File: src/rtl/core/mfq_pkg.sv
`timescale 1ns / 1ps
`default_nettype none
package mfq_pkg;

	localparam int NUM_SLOTS  = 64;
	localparam int NUM_LEVELS = 3;
	localparam int SLOT_W     = $clog2(NUM_SLOTS);
	localparam int LVL_W      = 2;
	localparam int RING_CNT   = NUM_LEVELS + 1;
	localparam int RING_W     = $clog2(RING_CNT);
	localparam int RADDR_W    = RING_W + SLOT_W;

	// slot status codes
	localparam logic [1:0] ST_IDLE    = 2'd0;
	localparam logic [1:0] ST_READY   = 2'd1;
	localparam logic [1:0] ST_RUN     = 2'd2;
	localparam logic [1:0] ST_BLOCKED = 2'd3;

	// result status codes
	localparam logic [1:0] RES_OK       = 2'd0;
	localparam logic [1:0] RES_SAMEMODE = 2'd1;
	localparam logic [1:0] RES_BADPRIO  = 2'd2;
	localparam logic [1:0] RES_FULL     = 2'd3;

	// register indexes
	localparam logic [1:0] REG_LIM0   = 2'd0;
	localparam logic [1:0] REG_LIM1   = 2'd1;
	localparam logic [1:0] REG_LIM2   = 2'd2;
	localparam logic [1:0] REG_PERIOD = 2'd3;

	localparam logic [LVL_W-1:0] LEVEL_FCFS = 2'd3;
	localparam logic [1:0]       PRIO_TOP   = 2'd3;

	typedef enum logic [2:0] {
		OP_READY    = 3'd0,
		OP_BLOCK    = 3'd1,
		OP_DISPATCH = 3'd2,
		OP_RUNDONE  = 3'd3,
		OP_TICK     = 3'd4,
		OP_MODE     = 3'd5,
		OP_SETPRIO  = 3'd6,
		OP_NOP      = 3'd7
	} op_t;

	typedef struct packed {
		op_t         op;
		logic [5:0]  slot;
		logic [7:0]  quanta_used;
		logic        still_runnable;
		logic        new_mode;
		logic [3:0]  priority_value;
	} item_t;

	typedef struct packed {
		logic [1:0]       status;
		logic [LVL_W-1:0] level;
		logic [1:0]       prio;
		logic [7:0]       quanta;
	} slot_info_t;

	typedef struct packed {
		logic [7:0]  lim0;
		logic [7:0]  lim1;
		logic [7:0]  lim2;
		logic [15:0] period;
	} cfg_t;

endpackage
`default_nettype wire

File: src/rtl/core/mfq_ram.sv
`timescale 1ns / 1ps
`default_nettype none
module mfq_ram #(
	parameter int WIDTH = 8,
	parameter int DEPTH = 64
) (
	input  wire logic                     clk,
	input  wire logic                     we,
	input  wire logic [$clog2(DEPTH)-1:0] waddr,
	input  wire logic [WIDTH-1:0]         wdata,
	input  wire logic [$clog2(DEPTH)-1:0] raddr,
	output logic      [WIDTH-1:0]         rdata
);

	logic [WIDTH-1:0] mem [DEPTH];

	// write port and registered read port
	always_ff @(posedge clk) begin
		if (we) begin
			mem[waddr] <= wdata;
		end
		rdata <= mem[raddr];
	end

endmodule
`default_nettype wire

File: src/rtl/core/mfq_front.sv
`timescale 1ns / 1ps
`default_nettype none
module mfq_front
	import mfq_pkg::*;
(
	input  wire logic       clk,
	input  wire logic       arst_n,
	input  wire logic       in_valid,
	output logic            in_stall,
	input  wire logic [2:0] opcode,
	input  wire logic [5:0] slot,
	input  wire logic [7:0] quanta_used,
	input  wire logic       still_runnable,
	input  wire logic       new_mode,
	input  wire logic [3:0] priority_value,
	output logic            item_valid,
	output item_t           item,
	input  wire logic       item_take
);

	item_t      buf_q [2];
	logic       wr_q, rd_q;
	logic [1:0] cnt_q;
	logic       push, pop;
	item_t      cls;

	// classify the incoming beat
	always_comb begin
		cls.op             = op_t'(opcode);
		cls.slot           = slot;
		cls.quanta_used    = quanta_used;
		cls.still_runnable = still_runnable;
		cls.new_mode       = new_mode;
		cls.priority_value = priority_value;
	end

	assign in_stall   = (cnt_q == 2'd2);
	assign push       = in_valid && !in_stall;
	assign item_valid = (cnt_q != 2'd0);
	assign pop        = item_valid && item_take;
	assign item       = buf_q[rd_q];

	// hold payload of queued items
	always_ff @(posedge clk) begin
		if (push) begin
			buf_q[wr_q] <= cls;
		end
	end

	// advance queue pointers
	always_ff @(posedge clk or negedge arst_n) begin
		if (!arst_n) begin
			wr_q  <= 1'b0;
			rd_q  <= 1'b0;
			cnt_q <= 2'd0;
		end else begin
			if (push) wr_q <= !wr_q;
			if (pop) rd_q <= !rd_q;
			cnt_q <= cnt_q + {1'b0, push} - {1'b0, pop};
		end
	end

endmodule
`default_nettype wire

File: src/rtl/core/mfq_back.sv
`timescale 1ns / 1ps
`default_nettype none
module mfq_back
	import mfq_pkg::*;
(
	input  wire logic       clk,
	input  wire logic       arst_n,
	input  wire cfg_t       cfg,
	input  wire logic       item_valid,
	input  wire item_t      item,
	output logic            item_take,
	output logic            out_valid,
	input  wire logic       out_stall,
	output logic            picked_valid,
	output logic [5:0]      picked_slot,
	output logic [1:0]      picked_level,
	output logic [1:0]      status
);

	typedef enum logic [2:0] {
		S_IDLE, S_SLOT, S_WALK_RD, S_WALK_CHK, S_POP, S_POP_W, S_POP_C
	} state_t;

	state_t             state_q;
	item_t              item_q;
	logic               mode_q;
	logic [31:0]        tick_q, last_q;
	logic [SLOT_W-1:0]  head_q [RING_CNT];
	logic [SLOT_W-1:0]  tail_q [RING_CNT];
	logic [NUM_SLOTS-1:0] svld_q;
	logic               rd_vld_q;
	logic [SLOT_W-1:0]  walk_q;
	logic               walk_pop_q;
	logic               full_q;
	logic [LVL_W-1:0]   lv_q;

	// slot table ports
	logic               s_we;
	logic [SLOT_W-1:0]  s_waddr, s_raddr;
	slot_info_t         s_wdata, s_rdata, cur, nxt;

	// ring store ports
	logic               r_we;
	logic [RADDR_W-1:0] r_waddr, r_raddr;
	logic [SLOT_W-1:0]  r_rdata;

	logic               push_req, push_full;
	logic [RING_W-1:0]  push_ring, pop_ring;
	logic [SLOT_W-1:0]  push_slot;
	logic [8:0]         qsum;
	logic [7:0]         qsat;
	logic               boost_due;

	mfq_ram #(.WIDTH($bits(slot_info_t)), .DEPTH(NUM_SLOTS)) u_slot_ram (
		.clk(clk), .we(s_we), .waddr(s_waddr), .wdata(s_wdata),
		.raddr(s_raddr), .rdata(s_rdata)
	);

	mfq_ram #(.WIDTH(SLOT_W), .DEPTH(RING_CNT * NUM_SLOTS)) u_ring_ram (
		.clk(clk), .we(r_we), .waddr(r_waddr), .wdata(push_slot),
		.raddr(r_raddr), .rdata(r_rdata)
	);

	assign item_take = (state_q == S_IDLE) && item_valid && !out_valid;
	assign cur       = rd_vld_q ? s_rdata : '0;
	assign qsum      = {1'b0, cur.quanta} + {1'b0, item_q.quanta_used};
	assign qsat      = qsum[8] ? 8'hFF : qsum[7:0];
	assign boost_due = (tick_q - last_q) >= {16'd0, cfg.period};
	assign pop_ring  = mode_q ? (RING_W'(lv_q) + RING_W'(1)) : RING_W'(0);

	// read address selection
	always_comb begin
		unique case (state_q)
			S_IDLE:    s_raddr = item.slot[SLOT_W-1:0];
			S_WALK_RD: s_raddr = walk_q;
			S_POP_W:   s_raddr = r_rdata;
			default:   s_raddr = item_q.slot[SLOT_W-1:0];
		endcase
		r_raddr = {pop_ring, head_q[pop_ring]};
	end

	// decide slot update and ring push
	always_comb begin
		nxt       = cur;
		s_we      = 1'b0;
		s_waddr   = item_q.slot[SLOT_W-1:0];
		push_req  = 1'b0;
		push_slot = item_q.slot[SLOT_W-1:0];
		unique case (state_q)
			S_SLOT: begin
				case (item_q.op)
					OP_READY: begin
						if (cur.status == ST_IDLE || cur.status == ST_BLOCKED) begin
							if (cur.status == ST_IDLE) begin
								nxt.level  = '0;
								nxt.quanta = '0;
								nxt.prio   = mode_q ? PRIO_TOP : 2'd0;
							end
							nxt.status = ST_READY;
							s_we       = 1'b1;
							push_req   = 1'b1;
						end
					end
					OP_BLOCK: begin
						if (cur.status != ST_IDLE) begin
							nxt.status = ST_BLOCKED;
							s_we       = 1'b1;
						end
					end
					OP_RUNDONE: begin
						if (cur.status == ST_RUN) begin
							s_we       = 1'b1;
							nxt.quanta = qsat;
							if (!item_q.still_runnable) begin
								nxt.status = ST_BLOCKED;
							end else begin
								nxt.status = ST_READY;
								push_req   = 1'b1;
								if (mode_q) begin
									if (32'(cur.level) + 32'd1 >= 32'(NUM_LEVELS)) begin
										if (qsat >= cfg.lim2) begin
											nxt.quanta = '0;
											if (cur.prio != 2'd0) nxt.prio = cur.prio - 2'd1;
										end
									end else if (qsat >= ((cur.level == '0) ? cfg.lim0 : cfg.lim1)) begin
										nxt.level  = cur.level + LVL_W'(1);
										nxt.quanta = '0;
									end
								end
							end
						end
					end
					OP_SETPRIO: begin
						if (item_q.priority_value <= 4'd3) begin
							nxt.prio = item_q.priority_value[1:0];
							s_we     = 1'b1;
						end
					end
					default: ;
				endcase
			end
			S_WALK_CHK: begin
				s_waddr   = walk_q;
				push_slot = walk_q;
				if (cur.status == ST_READY || cur.status == ST_RUN) begin
					nxt.status = ST_READY;
					nxt.level  = '0;
					nxt.quanta = '0;
					nxt.prio   = mode_q ? PRIO_TOP : 2'd0;
					s_we       = 1'b1;
					push_req   = 1'b1;
				end
			end
			S_POP_C: begin
				s_waddr = push_slot;
				s_waddr = item_q.slot[SLOT_W-1:0];
				if (cur.status == ST_READY) begin
					nxt.status = ST_RUN;
					s_we       = 1'b1;
				end
			end
			default: ;
		endcase
		s_wdata   = nxt;
		push_ring = mode_q ? (RING_W'(nxt.level) + RING_W'(1)) : RING_W'(0);
		push_full = (tail_q[push_ring] + SLOT_W'(1)) == head_q[push_ring];
		r_we      = push_req && !push_full;
		r_waddr   = {push_ring, tail_q[push_ring]};
	end

	// sequence each item and hold the result beat
	always_ff @(posedge clk or negedge arst_n) begin
		if (!arst_n) begin
			state_q      <= S_IDLE;
			item_q       <= '0;
			mode_q       <= 1'b0;
			tick_q       <= '0;
			last_q       <= '0;
			svld_q       <= '0;
			rd_vld_q     <= 1'b0;
			walk_q       <= '0;
			walk_pop_q   <= 1'b0;
			full_q       <= 1'b0;
			lv_q         <= '0;
			out_valid    <= 1'b0;
			picked_valid <= 1'b0;
			picked_slot  <= '0;
			picked_level <= '0;
			status       <= RES_OK;
			for (int i = 0; i < RING_CNT; i++) begin
				head_q[i] <= '0;
				tail_q[i] <= '0;
			end
		end else begin
			rd_vld_q <= svld_q[s_raddr];
			if (out_valid && !out_stall) out_valid <= 1'b0;
			if (s_we) svld_q[s_waddr] <= 1'b1;
			if (r_we) tail_q[push_ring] <= tail_q[push_ring] + SLOT_W'(1);
			unique case (state_q)
				S_IDLE: begin
					if (item_take) begin
						item_q       <= item;
						full_q       <= 1'b0;
						lv_q         <= '0;
						picked_valid <= 1'b0;
						picked_slot  <= '0;
						picked_level <= '0;
						case (item.op)
							OP_READY, OP_BLOCK, OP_RUNDONE: begin
								state_q <= S_SLOT;
							end
							OP_SETPRIO: begin
								if (item.priority_value > 4'd3) begin
									status    <= RES_BADPRIO;
									out_valid <= 1'b1;
								end else begin
									state_q <= S_SLOT;
								end
							end
							OP_DISPATCH: begin
								if (mode_q && boost_due) begin
									last_q     <= tick_q;
									walk_q     <= '0;
									walk_pop_q <= 1'b1;
									state_q    <= S_WALK_RD;
									for (int i = 0; i < RING_CNT; i++) begin
										head_q[i] <= '0;
										tail_q[i] <= '0;
									end
								end else begin
									state_q <= S_POP;
								end
							end
							OP_TICK: begin
								tick_q    <= tick_q + 32'd1;
								status    <= RES_OK;
								out_valid <= 1'b1;
							end
							OP_MODE: begin
								if (item.new_mode == mode_q) begin
									status    <= RES_SAMEMODE;
									out_valid <= 1'b1;
								end else begin
									mode_q     <= item.new_mode;
									tick_q     <= '0;
									walk_q     <= '0;
									walk_pop_q <= 1'b0;
									state_q    <= S_WALK_RD;
									for (int i = 0; i < RING_CNT; i++) begin
										head_q[i] <= '0;
										tail_q[i] <= '0;
									end
								end
							end
							default: begin
								status    <= RES_OK;
								out_valid <= 1'b1;
							end
						endcase
					end
				end
				S_SLOT: begin
					status    <= (push_req && push_full) ? RES_FULL : RES_OK;
					out_valid <= 1'b1;
					state_q   <= S_IDLE;
				end
				S_WALK_RD: begin
					state_q <= S_WALK_CHK;
				end
				S_WALK_CHK: begin
					if (push_req && push_full) full_q <= 1'b1;
					if (walk_q == SLOT_W'(NUM_SLOTS - 1)) begin
						if (walk_pop_q) begin
							state_q <= S_POP;
						end else begin
							status    <= (full_q || (push_req && push_full)) ? RES_FULL : RES_OK;
							out_valid <= 1'b1;
							state_q   <= S_IDLE;
						end
					end else begin
						walk_q  <= walk_q + SLOT_W'(1);
						state_q <= S_WALK_RD;
					end
				end
				S_POP: begin
					if (head_q[pop_ring] == tail_q[pop_ring]) begin
						if (mode_q && (32'(lv_q) + 32'd1 < 32'(NUM_LEVELS))) begin
							lv_q <= lv_q + LVL_W'(1);
						end else begin
							status    <= full_q ? RES_FULL : RES_OK;
							out_valid <= 1'b1;
							state_q   <= S_IDLE;
						end
					end else begin
						head_q[pop_ring] <= head_q[pop_ring] + SLOT_W'(1);
						state_q          <= S_POP_W;
					end
				end
				S_POP_W: begin
					item_q.slot <= 6'(r_rdata);
					state_q     <= S_POP_C;
				end
				S_POP_C: begin
					if (cur.status == ST_READY) begin
						picked_valid <= 1'b1;
						picked_slot  <= item_q.slot;
						picked_level <= mode_q ? cur.level : LEVEL_FCFS;
						status       <= full_q ? RES_FULL : RES_OK;
						out_valid    <= 1'b1;
						state_q      <= S_IDLE;
					end else begin
						state_q <= S_POP;
					end
				end
				default: state_q <= S_IDLE;
			endcase
		end
	end

	// first-come picks always report the first-come level
	a_fcfs_level: assert property (@(posedge clk) disable iff (!arst_n)
		out_valid && picked_valid && !mode_q |-> picked_level == LEVEL_FCFS)
		else $error("first-come pick with wrong level");

	// a miss reports no slot and no level
	a_miss_zero: assert property (@(posedge clk) disable iff (!arst_n)
		out_valid && !picked_valid |-> picked_slot == '0 && picked_level == '0)
		else $error("miss carries slot or level");

	// requeue pushes go to level zero or the first-come ring only
	a_walk_ring: assert property (@(posedge clk) disable iff (!arst_n)
		state_q == S_WALK_CHK && r_we |-> push_ring == (mode_q ? RING_W'(1) : RING_W'(0)))
		else $error("requeue pushed to a lower level");

	// no new item starts while a result beat waits
	a_no_overrun: assert property (@(posedge clk) disable iff (!arst_n)
		out_valid && out_stall |=> out_valid && $stable(picked_slot) && $stable(status))
		else $error("result beat overwritten");

endmodule
`default_nettype wire

File: src/rtl/core/mlfq_fcfs_ready_scheduler_top.sv
`timescale 1ns / 1ps
`default_nettype none
// Ready-queue scheduler for 64 task slots with a first-come ring and three
// feedback level rings. Each event gives one result beat. Ready, block, run
// done and set priority take one slot table read, then an update, with a ring
// push for ready and run done; tick and rejected events answer without a slot
// read. A dispatch pops ring entries with a ring read, a slot read and a check
// each, and steps past empty levels. A mode switch, and a dispatch that
// triggers a boost, walk the whole slot table, reading and checking each slot.
// Events queue two deep ahead of the sequencer, so input beats are taken while
// a result waits. Set registers through the APB port only while the block is idle.
module mlfq_fcfs_ready_scheduler_top
	import mfq_pkg::*;
(
	input  wire logic        clk,
	input  wire logic        arst_n,
	input  wire logic        psel,
	input  wire logic        penable,
	input  wire logic        pwrite,
	input  wire logic [3:0]  paddr,
	input  wire logic [31:0] pwdata,
	output logic      [31:0] prdata,
	output logic             pready,
	input  wire logic        in_valid,
	output logic             in_stall,
	input  wire logic [2:0]  opcode,
	input  wire logic [5:0]  slot,
	input  wire logic [7:0]  quanta_used,
	input  wire logic        still_runnable,
	input  wire logic        new_mode,
	input  wire logic [3:0]  priority_value,
	output logic             out_valid,
	input  wire logic        out_stall,
	output logic             picked_valid,
	output logic [5:0]       picked_slot,
	output logic [1:0]       picked_level,
	output logic [1:0]       status
);

	cfg_t  cfg_q;
	logic  item_valid, item_take;
	item_t item;

	assign pready = 1'b1;

	// register writes
	always_ff @(posedge clk or negedge arst_n) begin
		if (!arst_n) begin
			cfg_q.lim0   <= 8'd1;
			cfg_q.lim1   <= 8'd3;
			cfg_q.lim2   <= 8'd5;
			cfg_q.period <= 16'd50;
		end else if (psel && penable && pwrite && pready) begin
			unique case (paddr[3:2])
				REG_LIM0:   cfg_q.lim0   <= pwdata[7:0];
				REG_LIM1:   cfg_q.lim1   <= pwdata[7:0];
				REG_LIM2:   cfg_q.lim2   <= pwdata[7:0];
				REG_PERIOD: cfg_q.period <= pwdata[15:0];
				default: ;
			endcase
		end
	end

	// register reads
	always_comb begin
		unique case (paddr[3:2])
			REG_LIM0:   prdata = {24'd0, cfg_q.lim0};
			REG_LIM1:   prdata = {24'd0, cfg_q.lim1};
			REG_LIM2:   prdata = {24'd0, cfg_q.lim2};
			REG_PERIOD: prdata = {16'd0, cfg_q.period};
			default:    prdata = '0;
		endcase
	end

	mfq_front u_front (
		.clk(clk), .arst_n(arst_n),
		.in_valid(in_valid), .in_stall(in_stall),
		.opcode(opcode), .slot(slot), .quanta_used(quanta_used),
		.still_runnable(still_runnable), .new_mode(new_mode),
		.priority_value(priority_value),
		.item_valid(item_valid), .item(item), .item_take(item_take)
	);

	mfq_back u_back (
		.clk(clk), .arst_n(arst_n), .cfg(cfg_q),
		.item_valid(item_valid), .item(item), .item_take(item_take),
		.out_valid(out_valid), .out_stall(out_stall),
		.picked_valid(picked_valid), .picked_slot(picked_slot),
		.picked_level(picked_level), .status(status)
	);

endmodule
`default_nettype wire

File: config.mk
export PLATFORM = sky130hd
export DESIGN_NAME = mlfq_fcfs_ready_scheduler_top
export DESIGN_NICKNAME = d
export VERILOG_FILES = /design/src/rtl/core/mfq_pkg.sv /design/src/rtl/core/mfq_ram.sv /design/src/rtl/core/mfq_front.sv /design/src/rtl/core/mfq_back.sv /design/src/rtl/core/mlfq_fcfs_ready_scheduler_top.sv
export SDC_FILE = /design/constraint.sdc
export NUM_CORES = 2
export LEC_CHECK = 0
export BUFFER_PORTS_ARGS = -buffer_cell sky130_fd_sc_hd__buf_2
export CAP_MARGIN = 20
export CORE_UTILIZATION = 38
export DETAILED_ROUTE_END_ITERATION = 8
export GPL_TIMING_DRIVEN = 1
export PLACE_DENSITY = 0.52
export SLEW_MARGIN = 40
export SYNTH_ARGS = -nofsm -noshare
export SYNTH_HDL_FRONTEND = slang
export SYNTH_SLANG_ARGS = --single-unit
export TNS_END_PERCENT = 30
File: constraint.sdc
create_clock -name clk -period 20.7 [get_ports clk]
set_input_delay 3.105 -clock clk [delete_from_list [all_inputs] [get_ports clk]]
set_output_delay 3.105 -clock clk [all_outputs]
set_load 0.05 [all_outputs]
==> results by group <==
Status
  – Outcome: finished, final reports clean

Power and ir drop
  – Internal power: 0.0119 W
  – Seq pwr share: 0.327
  – Power Density: 165 nW/um^2
  – Switching power: 0.00889 W
  – Combinational Power Share: 0.437
  – Clk pwr share: 0.236
  – Switching part of the total power: 0.427
  – Static Leak: 44.1 nW
  – Peak VDD IR: 0.130 mV

GRT
  – Global-route wire length before repair: 464000 um
  – Largest net degree at the start of global routing: 202
  – Total track usage: 0.207
  – Initial antenna violation count: 4
  – Vias in the first global route: 71100
  – Grt ovf: 0

STA
  – Final worst path period share: 0.486
  – Final min period: 10.07 ns
  – Slew Limit Fails: 0
  – Final WS setup: 10.63 ns
  – RSZ-0062 raised after global routing: false
  – Fin Clk Skew: 0.0794 ns
  – Final setup violation count: 0
  – Fmax: 99.3 MHz
  – Setup tns final: 0 ns
  – Relative slew slack: 0.328
  – Final hold vios: 0
  – Slew @ Worst Pin: 1.01 ns

Die
  – Die height: 545 um
  – Initial core utilization: 0.382
  – Die area: 297000 um^2
  – DIE WIDTH: 545 um
  – Num rows: 199
  – Core area: 294000 um^2
  – Io pins: 112

Logic synthesis
  – Post-synth top area share: 0.629
  – Seq cells post-synth: 2631
  – Synth area leader: edfxtp_1
  – Post-synth EDFFs: 2346
  – Synth Warn #: 0
  – Cells taking the most area after synthesis: edfxtp_1 (63%), nand2_1 (7.1%), dfrtp_1 (5.8%)
  – Top FF cell, synth: edfxtp_1
  – Synth unique cells: 99
  – Cell Area, Synth: 112000 um^2
  – FFs w/ async S/R, synth: 0.101
  – Register area share after synthesis: 0.692
  – Avg Inst Size Synth: 12.3 um^2
  – Syn Inst Count: 9093

Routing
  – DRC viols: 0
  – Drt via density: 5.56
  – Final ANT Viol Nets: 0
  – Routed wire length: 314000 um
  – DRT Pass-1 Iters: 6
  – WL/cell: 23.8 um
  – Initial DRC Count: 6526
  – Vias: 73200

Placed design
  – GPL Wtd Cong: 0.847
  – Pre-CTS setup slack: 10.58 ns
  – # port buffers: 74
  – Post-DP HPWL: 181000 um

Setup path
  – Cell mode on critical path: ha_1
  – CP required: 21.22 ns
  – CP Launch Type: flop
  – CP max stage delay: 0.66 ns
  – Top delay family on crit path: compound AO/OA/AOI/OAI gates
  – Critical Path Sink Type: flop
  – Critical path arrival: 10.59 ns
  – WS Path Type: flop to flop
  – Slowest cell on crit path: o211ai_4
  – WP buf/inv: 6
  – Worst Path Max Fanout: 54

CTS
  – Post-cts hold buffer count: 0
  – Number of clock sinks: 2631
  – H-tree Lvls: 5
  – CTS tree: done
  – Post CTS Setup Buffer Count: 0
  – Number of cells upsized or downsized after cts: 0
  – Clock-pin slew on the worst setup and hold paths: 0.06 ns
  – TritonCTS Buffers: 287
  – Root Driver: clkbuf_16
  – Clock Latency Late Sink: 0.86 ns
  – Longest Clk Path Bufs: 4

Cells and area
  – Area delta synth->final: 12.6%
  – Fraction of layout cells with a size suffix above 1: 0.101
  – Commonest cells after routing, fill and taps aside: edfxtp_1 (2346), nand2_1 (2104), nand3_1 (816), nor2_1 (439), a311oi_1 (339)
  – Most common cell after layout, fill and taps aside: edfxtp_1
  – Final #Nets: 9183

Run
  – Max-cap violations: 0

Worst hold path
  – Hold/Removal Path Class: flop to flop
metal layers:
metal  global-route usage  wire (um)
met5                    0          9
met3               0.0337      20400
met4               0.0550       7510
met1                0.291     140000
met2                0.332     146000
path summary, 6_finish.rpt:
check / slack, ns / startpoint / to / depth (start not counted)
max reg2reg: 10.63 / u_back.rd_vld_q / u_back.u_ring_ram.mem[178][5] / 32
min in group asynchronous: 2.16 / arst_n / u_back.svld_q[25] / 1
min: 0.46 / u_back.svld_q[33] / u_back.svld_q[33] / 1
max: 10.63 / u_back.rd_vld_q / u_back.u_ring_ram.mem[178][5] / 32
max in group asynchronous: 16.61 / arst_n / u_back.tick_q[12] / 4
min reg2reg: 0.46 / u_back.svld_q[33] / u_back.svld_q[33] / 1
cell families after synthesis:
kind of cell / synth area share
adder cells (fa/ha/maj): 0.0102
XOR/XNOR: 0.00637
AO/OA/AOI/OAI: 0.0937
multiplexers: 0.0171
flip-flops: 0.692
buffers and inverters: 0.0274
other: 0.0000670
AND/OR/NAND/NOR: 0.154
power by group through the flow:
stage               logic, W  clock network, W  registers (W)
floorplan            0.00562                 0        0.00698
global placement     0.00892                 0        0.00690
detailed placement   0.00906                 0        0.00691
CTS                  0.00908           0.00501        0.00680
global route         0.00984           0.00520        0.00681
finish               0.00909           0.00491        0.00680
synth_stat cells, types with 16 or more instances:
cell type and number:
a211oi_1 334, nand3_1 834, a31oi_1 149, mux2_2 58, xor2_1 32, edfxtp_1 2346
nand2_1 2107, buf_4 36, o2bb2ai_1 16, o22ai_1 29, dfrtp_1 259, nor2_1 462
ha_1 90, inv_1 129, or2_2 69, a311oi_1 340, nor3_1 47, and3_1 114
and2_1 201, a21oi_1 202, buf_1 118, o21ai_0 123, dfxtp_1 18, a21o_1 30
clkbuf_1 467, o211ai_4 17, mux2_1 22, nand4_1 21, mux2i_1 75, and2_0 17
xnor2_1 47
through the flow:
stage / hold slack (ns) / util / power [W] / instance area [um^2] / std cells
2_1_floorplan: 0.430 / - / 0.0126 / 112000 / 9108
3_3_place_gp: 0.443 / 0.398 / 0.0158 / 117000 / 12600
3_5_place_dp: 0.443 / 0.399 / 0.0160 / 117000 / 12700
4_1_cts: 0.457 / 0.429 / 0.0209 / 126000 / 13200
5_1_grt: 0.474 / 0.430 / 0.0219 / 126000 / 13200
6_report: 0.456 / 0.430 / 0.0208 / 126000 / 13200
state kept, by name (all words and copies together), names as in the netlist, 32 cells and up:
name and count:
u_back.tick_q 32, cfg_q 40, u_back.u_slot_ram.mem 768, u_back.svld_q 64, u_back.last_q 32, u_front.buf_q 42, u_back.u_ring_ram.mem 1536
area by class of cell:
cell class	instances	area [um^2]
Fill cell	26900	167000
Sequential cell	2631	77500
Multi-Input combinational cell	5708	32200
Clock buffer	377	7800
Tap cell	3919	4900
Timing Repair Buffer	266	2160
Clock inverter	129	1080
Inverter	132	561
Antenna cell	4	10.0
No activity file was read; power rests on OpenSTA's default activity.
